File: src/sv/mbd_pkg.sv
// Package for the multi-button debouncer.
// Holds widths, reset values, register indexes and the per-lane status type.
// No dependencies.
package mbd_pkg;

  localparam int CHANNELS_DEF = 8;
  localparam int FIELD_W      = 8;
  localparam int DELAY_W      = 16;
  localparam int EN_W         = 8;
  localparam int CNT_W        = 17;
  localparam int DATA_W       = 32;
  localparam int ADDR_W       = 3;

  localparam logic [DELAY_W-1:0] DELAY_RST = 16'd50;
  localparam logic [CNT_W-1:0]   CNT_MAX   = {CNT_W{1'b1}};

  localparam logic REG_DELAY  = 1'b0;
  localparam logic REG_ENABLE = 1'b1;

  typedef struct packed {
    logic stable;
    logic prev;
    logic press;
    logic rel;
  } lane_t;

endpackage

File: src/sv/mbd_in_if.sv
// Input channel interface of the multi-button debouncer.
// Carries one sample tick per beat; depends on mbd_pkg.
interface mbd_in_if;
  logic                       valid;
  logic                       ready;
  logic [mbd_pkg::FIELD_W-1:0] raw_levels;
  logic [mbd_pkg::FIELD_W-1:0] clear_pressed;
  logic [mbd_pkg::FIELD_W-1:0] clear_released;

  modport source (output valid, raw_levels, clear_pressed, clear_released, input ready);
  modport sink   (input valid, raw_levels, clear_pressed, clear_released, output ready);
endinterface

File: src/sv/mbd_out_if.sv
// Result channel interface of the multi-button debouncer.
// Carries one status word set per beat; depends on mbd_pkg.
interface mbd_out_if;
  logic                       valid;
  logic                       ready;
  logic [mbd_pkg::FIELD_W-1:0] stable_levels;
  logic [mbd_pkg::FIELD_W-1:0] previous_raw;
  logic [mbd_pkg::FIELD_W-1:0] pressed_flags;
  logic [mbd_pkg::FIELD_W-1:0] released_flags;

  modport source (output valid, stable_levels, previous_raw, pressed_flags, released_flags,
                  input ready);
  modport sink   (input valid, stable_levels, previous_raw, pressed_flags, released_flags,
                  output ready);
endinterface

File: src/sv/mbd_cfg.sv
// APB-style configuration registers of the multi-button debouncer.
// Holds the shared debounce delay and the channel enable mask; depends on mbd_pkg.
module mbd_cfg (
  input  logic                        clk,
  input  logic                        rst_n,
  input  logic                        psel,
  input  logic                        penable,
  input  logic                        pwrite,
  input  logic [mbd_pkg::ADDR_W-1:0]  paddr,
  input  logic [mbd_pkg::DATA_W-1:0]  pwdata,
  output logic [mbd_pkg::DATA_W-1:0]  prdata,
  output logic                        pready,
  output logic [mbd_pkg::DELAY_W-1:0] delay,
  output logic [mbd_pkg::EN_W-1:0]    enable
);

  logic [mbd_pkg::DELAY_W-1:0] delay_r;
  logic [mbd_pkg::EN_W-1:0]    enable_r;
  logic                        wr;
  logic                        sel;

  assign wr     = psel & penable & pwrite;
  assign sel    = paddr[mbd_pkg::ADDR_W-1];
  assign pready = 1'b1;
  assign delay  = delay_r;
  assign enable = enable_r;

  always_ff @(posedge clk) begin
    if (!rst_n) begin
      delay_r  <= mbd_pkg::DELAY_RST;
      enable_r <= '0;
    end else if (wr) begin
      case (sel)
        mbd_pkg::REG_DELAY:  delay_r  <= pwdata[mbd_pkg::DELAY_W-1:0];
        mbd_pkg::REG_ENABLE: enable_r <= pwdata[mbd_pkg::EN_W-1:0];
        default: ;
      endcase
    end
  end

  always_comb begin
    case (sel)
      mbd_pkg::REG_DELAY:
        prdata = {{(mbd_pkg::DATA_W-mbd_pkg::DELAY_W){1'b0}}, delay_r};
      mbd_pkg::REG_ENABLE:
        prdata = {{(mbd_pkg::DATA_W-mbd_pkg::EN_W){1'b0}}, enable_r};
      default:
        prdata = '0;
    endcase
  end

endmodule

File: src/sv/mbd_lane.sv
// One debounce lane: change counter, stable level and latched edge flags.
// Updates its state on each tick step; depends on mbd_pkg.
module mbd_lane (
  input  logic                        clk,
  input  logic                        rst_n,
  input  logic                        step,
  input  logic                        en,
  input  logic                        raw,
  input  logic                        clr_p,
  input  logic                        clr_r,
  input  logic [mbd_pkg::DELAY_W-1:0] delay,
  output mbd_pkg::lane_t              lane_nxt
);

  logic                      last_r, stable_r, press_r, rel_r;
  logic [mbd_pkg::CNT_W-1:0] cnt_r;
  logic [mbd_pkg::CNT_W-1:0] cnt_nxt;
  logic                      upd;

  always_comb begin
    if (raw != last_r) begin
      cnt_nxt = '0;
    end else if (cnt_r == mbd_pkg::CNT_MAX) begin
      cnt_nxt = cnt_r;
    end else begin
      cnt_nxt = cnt_r + 1'b1;
    end
    upd = (cnt_nxt > {1'b0, delay}) && (stable_r != raw);
    if (en) begin
      lane_nxt.stable = upd ? raw : stable_r;
      lane_nxt.prev   = raw;
      lane_nxt.press  = (press_r & ~clr_p) | (upd & raw);
      lane_nxt.rel    = (rel_r & ~clr_r) | (upd & ~raw);
    end else begin
      lane_nxt = '0;
    end
  end

  always_ff @(posedge clk) begin
    if (!rst_n) begin
      last_r   <= 1'b0;
      stable_r <= 1'b0;
      press_r  <= 1'b0;
      rel_r    <= 1'b0;
      cnt_r    <= '0;
    end else if (step) begin
      last_r   <= lane_nxt.prev;
      stable_r <= lane_nxt.stable;
      press_r  <= lane_nxt.press;
      rel_r    <= lane_nxt.rel;
      cnt_r    <= en ? cnt_nxt : '0;
    end
  end

endmodule

File: src/sv/multi_button_debouncer.sv
// Top level of the multi-button debouncer.
// Uses mbd_pkg, mbd_in_if, mbd_out_if, mbd_cfg and mbd_lane.
//
// Each input beat is one sample tick with the raw level of every button and
// two masks that clear latched press and release flags. Each tick yields
// exactly one result beat with stable levels, stored raw levels and the
// latched press and release flags after that tick.
// A beat is taken into an input register, processed by the lanes and written
// to the output register once that register is free. One beat is taken every
// cycle while the receiver does not stall; the lane update is a single pass of
// counter, compare and flag logic. When the receiver stalls, the result is
// held in the output register and one more input beat waits in the input
// register; then ready drops. Reset clears all lane state, sets the delay to
// 50 ticks and disables all channels. Registers are to be written through the
// APB-style port only while idle; the block itself does not enforce this.
module multi_button_debouncer #(
  parameter int CHANNELS = mbd_pkg::CHANNELS_DEF
) (
  input  logic                       clk,
  input  logic                       rst_n,
  mbd_in_if.sink                     in_ch,
  mbd_out_if.source                  out_ch,
  input  logic                       psel,
  input  logic                       penable,
  input  logic                       pwrite,
  input  logic [mbd_pkg::ADDR_W-1:0] paddr,
  input  logic [mbd_pkg::DATA_W-1:0] pwdata,
  output logic [mbd_pkg::DATA_W-1:0] prdata,
  output logic                       pready
);

  localparam int FW = mbd_pkg::FIELD_W;

  logic [mbd_pkg::DELAY_W-1:0] delay;
  logic [mbd_pkg::EN_W-1:0]    enable;

  logic          in_valid_r;
  logic [FW-1:0] raw_r, clr_p_r, clr_r_r;
  logic          out_valid_r;
  logic [FW-1:0] stable_r, prev_r, press_r, rel_r;
  logic          adv;

  mbd_pkg::lane_t lane_nxt [CHANNELS];
  logic [FW-1:0]  stable_nxt, prev_nxt, press_nxt, rel_nxt;

  mbd_cfg u_cfg (
    .clk     (clk),
    .rst_n   (rst_n),
    .psel    (psel),
    .penable (penable),
    .pwrite  (pwrite),
    .paddr   (paddr),
    .pwdata  (pwdata),
    .prdata  (prdata),
    .pready  (pready),
    .delay   (delay),
    .enable  (enable)
  );

  assign adv         = in_valid_r & (~out_valid_r | out_ch.ready);
  assign in_ch.ready = ~in_valid_r | adv;

  always_ff @(posedge clk) begin
    if (!rst_n) begin
      in_valid_r <= 1'b0;
    end else if (in_ch.ready) begin
      in_valid_r <= in_ch.valid;
    end
  end

  always_ff @(posedge clk) begin
    if (in_ch.valid && in_ch.ready) begin
      raw_r   <= in_ch.raw_levels;
      clr_p_r <= in_ch.clear_pressed;
      clr_r_r <= in_ch.clear_released;
    end
  end

  genvar i;
  generate
    for (i = 0; i < CHANNELS; i++) begin : g_lane
      logic en_i, raw_i, clr_p_i, clr_r_i;
      if (i < FW) begin : g_io
        assign raw_i   = raw_r[i];
        assign clr_p_i = clr_p_r[i];
        assign clr_r_i = clr_r_r[i];
      end else begin : g_noio
        assign raw_i   = 1'b0;
        assign clr_p_i = 1'b0;
        assign clr_r_i = 1'b0;
      end
      if (i < mbd_pkg::EN_W) begin : g_en
        assign en_i = enable[i];
      end else begin : g_noen
        assign en_i = 1'b0;
      end
      mbd_lane u_lane (
        .clk      (clk),
        .rst_n    (rst_n),
        .step     (adv),
        .en       (en_i),
        .raw      (raw_i),
        .clr_p    (clr_p_i),
        .clr_r    (clr_r_i),
        .delay    (delay),
        .lane_nxt (lane_nxt[i])
      );
    end

    for (i = 0; i < FW; i++) begin : g_pack
      if (i < CHANNELS) begin : g_used
        assign stable_nxt[i] = lane_nxt[i].stable;
        assign prev_nxt[i]   = lane_nxt[i].prev;
        assign press_nxt[i]  = lane_nxt[i].press;
        assign rel_nxt[i]    = lane_nxt[i].rel;
      end else begin : g_pad
        assign stable_nxt[i] = 1'b0;
        assign prev_nxt[i]   = 1'b0;
        assign press_nxt[i]  = 1'b0;
        assign rel_nxt[i]    = 1'b0;
      end
    end
  endgenerate

  always_ff @(posedge clk) begin
    if (!rst_n) begin
      out_valid_r <= 1'b0;
    end else if (adv) begin
      out_valid_r <= 1'b1;
    end else if (out_ch.ready) begin
      out_valid_r <= 1'b0;
    end
  end

  always_ff @(posedge clk) begin
    if (adv) begin
      stable_r <= stable_nxt;
      prev_r   <= prev_nxt;
      press_r  <= press_nxt;
      rel_r    <= rel_nxt;
    end
  end

  assign out_ch.valid          = out_valid_r;
  assign out_ch.stable_levels  = stable_r;
  assign out_ch.previous_raw   = prev_r;
  assign out_ch.pressed_flags  = press_r;
  assign out_ch.released_flags = rel_r;

endmodule

File: src/flat_wrapper.sv
// flat-port wrapper written by rule: the top's interface ports become plain ports
module multi_button_debouncer_flat 
#(
  parameter int CHANNELS = mbd_pkg::CHANNELS_DEF
)
  (clk, rst_n, psel, penable, pwrite, paddr, pwdata, prdata, pready, in_ch_valid, in_ch_raw_levels, in_ch_clear_pressed, in_ch_clear_released, in_ch_ready, out_ch_valid, out_ch_stable_levels, out_ch_previous_raw, out_ch_pressed_flags, out_ch_released_flags, out_ch_ready);
  mbd_in_if in_ch_i ();
  mbd_out_if out_ch_i ();
  input  logic clk;
  input  logic rst_n;
  input  logic psel;
  input  logic penable;
  input  logic pwrite;
  input  logic [mbd_pkg::ADDR_W-1:0] paddr;
  input  logic [mbd_pkg::DATA_W-1:0] pwdata;
  output logic [mbd_pkg::DATA_W-1:0] prdata;
  output logic pready;
  input wire logic [$bits(in_ch_i.valid)-1:0] in_ch_valid;
  input wire logic [$bits(in_ch_i.raw_levels)-1:0] in_ch_raw_levels;
  input wire logic [$bits(in_ch_i.clear_pressed)-1:0] in_ch_clear_pressed;
  input wire logic [$bits(in_ch_i.clear_released)-1:0] in_ch_clear_released;
  output wire logic [$bits(in_ch_i.ready)-1:0] in_ch_ready;
  output wire logic [$bits(out_ch_i.valid)-1:0] out_ch_valid;
  output wire logic [$bits(out_ch_i.stable_levels)-1:0] out_ch_stable_levels;
  output wire logic [$bits(out_ch_i.previous_raw)-1:0] out_ch_previous_raw;
  output wire logic [$bits(out_ch_i.pressed_flags)-1:0] out_ch_pressed_flags;
  output wire logic [$bits(out_ch_i.released_flags)-1:0] out_ch_released_flags;
  input wire logic [$bits(out_ch_i.ready)-1:0] out_ch_ready;
  assign in_ch_i.valid = in_ch_valid;
  assign in_ch_i.raw_levels = in_ch_raw_levels;
  assign in_ch_i.clear_pressed = in_ch_clear_pressed;
  assign in_ch_i.clear_released = in_ch_clear_released;
  assign in_ch_ready = in_ch_i.ready;
  assign out_ch_valid = out_ch_i.valid;
  assign out_ch_stable_levels = out_ch_i.stable_levels;
  assign out_ch_previous_raw = out_ch_i.previous_raw;
  assign out_ch_pressed_flags = out_ch_i.pressed_flags;
  assign out_ch_released_flags = out_ch_i.released_flags;
  assign out_ch_i.ready = out_ch_ready;
  multi_button_debouncer #(.CHANNELS(CHANNELS)) u_core (.clk(clk), .rst_n(rst_n), .in_ch(in_ch_i), .out_ch(out_ch_i), .psel(psel), .penable(penable), .pwrite(pwrite), .paddr(paddr), .pwdata(pwdata), .prdata(prdata), .pready(pready));
endmodule
File: config.mk
export PLATFORM = sky130hd
export DESIGN_NAME = multi_button_debouncer_flat
export DESIGN_NICKNAME = d
export VERILOG_FILES = /design/src/sv/mbd_pkg.sv /design/src/sv/mbd_in_if.sv /design/src/sv/mbd_out_if.sv /design/src/sv/mbd_cfg.sv /design/src/sv/mbd_lane.sv /design/src/sv/multi_button_debouncer.sv /design/src/flat_wrapper.sv
export SDC_FILE = /design/constraint.sdc
export NUM_CORES = 1
export LEC_CHECK = 0
export CORE_MARGIN = 10
export CORE_UTILIZATION = 55
export DETAILED_ROUTE_END_ITERATION = 6
export DONT_BUFFER_PORTS = 1
export HOLD_SLACK_MARGIN = 0.03
export PLACE_DENSITY = 0.81
export SETUP_SLACK_MARGIN = 0.02
export SLEW_MARGIN = 25
export SYNTH_ARGS = -nofsm -noshare
export SYNTH_HDL_FRONTEND = slang
export SYNTH_SLANG_ARGS = --single-unit
File: constraint.sdc
create_clock -name clk -period 5.1 [get_ports clk]
set_input_delay 0 -clock clk [delete_from_list [all_inputs] [get_ports clk]]
set_output_delay 0 -clock clk [all_outputs]
set_load 0.02 [all_outputs]
# Word level (Yosys, flattened, before mapping)
# Cells that the tools add are included.
[totals] ff_bits=250 latchBits=0 ramBits=0 mem_bits_ro=0 in_bits=66 elab_cells=226 n_memories=0
[classes] add_sub_neg=8 multipliers=0 div_mod_pow=0 magnitude_cmp=8 n_eq_ne=24 n_shift=0 n_mux=43 bitwise_logic=80 reduce_logical=12
[ops] op="$mux 17" count=24
[ops] op="$add 17x1->17 const B" count=8
[ops] op="$eq 17x17->1 const B" count=8
[ops] op="$gt 17x16->1" count=8
[ops] op="$pmux 32 s2" count=1
[ops] op="$and 1x1->1" count=35
[ops] op="$mux 4" count=8
[ops] op="$not 1->1" count=27
[ops] op="$or 1x1->1" count=18
[ops] op="$ne 1x1->1" count=16
[ops] op="$mux 1" count=10
[ops] op="$logic_and 1x1->1" count=9
[ops] op="$reduce_and 2->1" count=2
[ops] op="$reduce_bool 2->1" count=1

# Logic depth before layout (Yosys ltp)
[depth] depth_word=8 ltp_mapped=18 ltp_nobuf=16

# Cells and area by module
# A second synthesis with hierarchy kept.
[hier_totals] hier_cells=2235 area_unflattened_um2=18049.8
[by_module_without_submodules] module="mbd_lane at u_core.g_lane[1].u_lane ..." n_inst=5 cells_per_inst=259 area_each_um2=1893.1
[by_module_without_submodules] module="mbd_lane at u_core.g_lane[0].u_lane ..." n_inst=2 cells_per_inst=247 area_each_um2=1854.3
[by_module_without_submodules] module="mbd_lane at u_core.g_lane[7].u_lane" n_inst=1 cells_per_inst=244 area_each_um2=1829.3
[by_module_without_submodules] module="multi_button_debouncer" n_inst=1 cells_per_inst=65 area_each_um2=1785.5
[by_module_without_submodules] module="mbd_cfg" n_inst=1 cells_per_inst=137 area_each_um2=1261.2

# Worst setup path before layout
# Ideal clock, no wire load.
[synth_path] kind="register -> register" from="reg u_core.g_lane[7].u_lane.cnt_r[0] (netlist name)" to="reg u_core.stable_r[7] (netlist: u_core.out_ch.stable_levels[7]) (data pin)" setup_ps=256 arrival_time_ps=3049 setup_slack_ps=1795 stages_incl_launch_ff=18 n_path_buf=1 period_less_slack_ps=3305 path_cell_list="dfxtp_1 ha_1 nand2_1 nor3_1 and3_1 buf_2 nor3b_2 nand3_1 xor2_1 nor2_1 ha_1 a21o_1 a21oi_1 nor2b_1 o311ai_0 nand2_1 mux2i_1 nor2b_1"
[synth_rtl] element="start, declared" line_no="mbd_lane.sv:16" rtl="logic [mbd_pkg::CNT_W-1:0] cnt_r;"
[synth_rtl] element="start signal, assigned" line_no="mbd_lane.sv:51" rtl="cnt_r <= en ? cnt_nxt : '0;"
[synth_rtl] element="end signal, assigned" line_no="multi_button_debouncer.sv:137" rtl="stable_r <= stable_nxt;"
[synth_rtl] element="end, declared" line_no="multi_button_debouncer.sv:40" rtl="logic [FW-1:0] stable_r, prev_r, press_r, rel_r;"

==> impl_metrics.tcl <==
set metrics [dict create \
    clock-sinks 250 \
    antenna_found_initial 3 \
    hold_path_class "in2reg" \
    status "completed" \
    worstHoldEndpoint "u_core.clr_p_r[1]" \
    cp-end-kind "flop" \
    fp.dieW_um 194.0 \
    netlist_top_cells_area "dfxtp_1 23%, ha_1 10%, edfxtp_1 10%" \
    synth_ff_type "dfxtp_1" \
    r2r_end "u_core.out_ch.pressed_flags[7]" \
    start_kind "flop" \
    drive_gt1_share_pct 5.212 \
    wl_met1_um 19580 \
    drt-total-wl_um 49690 \
    synth.cell_area_sq_um 16640 \
    nNetsFinal 2250 \
    slew_viol_final 0 \
    ctsResizeCount 0 \
    rsz0062_at_grt "no" \
    ys_seq_elements 250 \
    drtIter0Drc 1573 \
    wl_met2_um 23420 \
    layout_min_cycle_time_ns 4.011 \
    hpwl_um 31990 \
    utilization_pct 61.97 \
    ios 133 \
    power_mw 4.582 \
    htree_levels 1 \
    fin_setup_tns_ns 0 \
    clock_latency_ns 0.57 \
    rr_startpoint "u_core.g_lane[7].u_lane.cnt_r[0]" \
    largest_reg_flops 136 \
    drc 0 \
    setup_viol 0 \
    holdWs_ns 0.05397 \
    clock-root-buffer "clkbuf_16" \
    grt_pass1_vias 15303 \
    avgViaCountPerCell 6.358 \
    async_flop_share_pct 0 \
    critPathRequiredTime_ns 5.42 \
    design_area_sq_um 18420 \
    cts_buffers 30 \
    grt_pass1_wl_um 78650 \
    dp.cells 2346 \
    layout_commonest_cell "nor2_1" \
    crit_start "u_core.g_lane[7].u_lane.cnt_r[0]" \
    vias 15672 \
    yosys_warnings 0 \
    timing.final.hold_violations 0 \
    design.die.area_sq_um 37620 \
    p_leak_nw 6.863 \
    r2r_cells 16 \
    area_delta_synth_final_pct 10.66 \
    dr.pass1.iters 7 \
    skew_ns 0.02339 \
    fin_cells 2465 \
    place_ws_ns 1.234 \
    grt_max_degree 79 \
    cts_tree "built" \
    clkTransAtPathRegs_ns 0.07 \
    synth_edf_count 56 \
    worst_slew_pin_slew_ns 0.9984 \
    syn_avg_cell_area_sq_um 8.154 \
    slew_headroom_pct 32.74 \
    postPlaceCellArea_sq_um 16750 \
    crit_arrival_ns 4.33 \
    synth-seq-area-share_pct 33.44 \
    rows 63 \
    wl_per_cell_um 20.16 \
    grt.total_usage_pct 24.82 \
    initial_core_util_pct 56.00 \
    syn_inst 2041 \
    largest_register "u_core.g_lane.u_lane.cnt_r" \
    wl_met3_um 4108 \
    max-cap-violations 0 \
    port_buffers 0 \
    worstHoldStart "in_ch_clear_pressed[1]" \
    mostFrequentLayoutCells "250 x nor2_1, 222 x nand2_1, 194 x dfxtp_1, 151 x a21oi_1, 136 x ha_1" \
    synth_top_area_cell "dfxtp_1" \
    ys_types 87 \
    ant_nets 0 \
    cellPowerDensity_nw_per_um2 248.8 \
    hold_depth 1 \
    post-route-period-util_pct 78.65 \
    worstSetupPathType "reg2reg" \
    crit_path_max_fanout 6 \
    synth_top_area_share_pct 23.34 \
    setup_ws_ns 1.089 \
    rrSetupSlack_ns 1.09 \
    die_h_um 194.0 \
    top_layer "met4" \
    overflow 0 \
    core_area_sq_um 29720 \
    peakVddDrop_v 0.0002361 \
    clock_path_buffers 3 \
    max_freq_mhz 249.3 \
    place_congestion 0.9166 \
]
[layer usage]
| layer | GRT usage [%] | vias up |
|---|---|---|
| li1 | - | 7344 |
| met1 | 29.03 | 7420 |
| met2 | 42.45 | 719 |
| met3 | 4.547 | 189 |
| met4 | 12.95 | 0 |
| met5 | 0 | - |
[power by group]
group | internal [mW] | switching (mW)
Clock | 1.31 | 0.888
Sequential | 2.05 | 0.0392
Combinational | 0.0851 | 0.205
[synth_stat cells (all sizes together) (12+ instances only)]
library cell and count:
a31oi 23, xor2 77, nor2b 48, o31ai 31, nor2 257, o21ai 123
a211oi 13, a22oi 20, inv 43, nand3 95, and2 29, dfxtp 194
nand4 45, nand2 222, o21a 12, nor3 37, a21oi 152, buf 45
nand2b 15, or3 19, clkbuf 65, a32o 16, a22o 12, a21boi 16
edfxtp 56, ha 136, and3 29, and4 23, a21o 28, xnor2 53
[cells by family (layout without fill, tap and decap cells)]
family | Yosys count | in the layout | share of synthesized area, %
mux | 12 | 12 | 0.7368
buf+inv | 154 | 170 | 4.210
fa+ha+maj | 136 | 136 | 10.22
simple gates | 853 | 853 | 25.26
other cells | 2 | 20 | 0.04513
compound gates | 504 | 504 | 19.24
flops | 250 | 250 | 33.44
xor+xnor | 130 | 130 | 6.842
[area by class of cell]
type / instances / area [sq um]
Fill cell: 2469 / 11300
Multi-Input combinational cell: 1652 / 10480
Sequential cell: 250 / 5565
Clock buffer: 45 / 898.4
Timing Repair Buffer: 70 / 693.2
Tap cell: 390 / 488.0
Inverter: 44 / 168.9
Clock inverter: 11 / 116.4
Antenna cell: 3 / 7.507
[worst max path at each step]
stage	slack, ns	to
final	1.09	u_core.out_ch.pressed_flags[7]
after global routing	0.78	u_core.g_lane[7].u_lane.stable_r
after detailed placement	1.23	u_core.out_ch.stable_levels[7]
after floorplan	1.80	u_core.out_ch.stable_levels[7]
after global placement	1.33	u_core.out_ch.stable_levels[7]
after CTS	1.15	u_core.out_ch.pressed_flags[7]
[worst max-delay path, cell delays in order (launching register included)]
cell	delay, ns
dfxtp_1	0.44
ha_1	0.21
nand2_1	0.12
nor3_1	0.35
and3_1	0.37
nor3b_2	0.13
nand3_1	0.14
xor2_1	0.17
nor2_1	0.06
ha_1	0.29
a21o_1	0.16
a21oi_1	0.14
nor2b_1	0.06
o311ai_0	0.50
nand2_1	0.31
a21oi_1	0.23
nor2b_1	0.07
[repair_timing]
item                                    4_1_cts  5_1_grt
hold endpoints to repair                    127        0
hold buffers                                 60        0
endpoints found under the setup margin        0        0
buffers inserted                              0        0
Note: power is estimated with default switching activity, not from simulation.
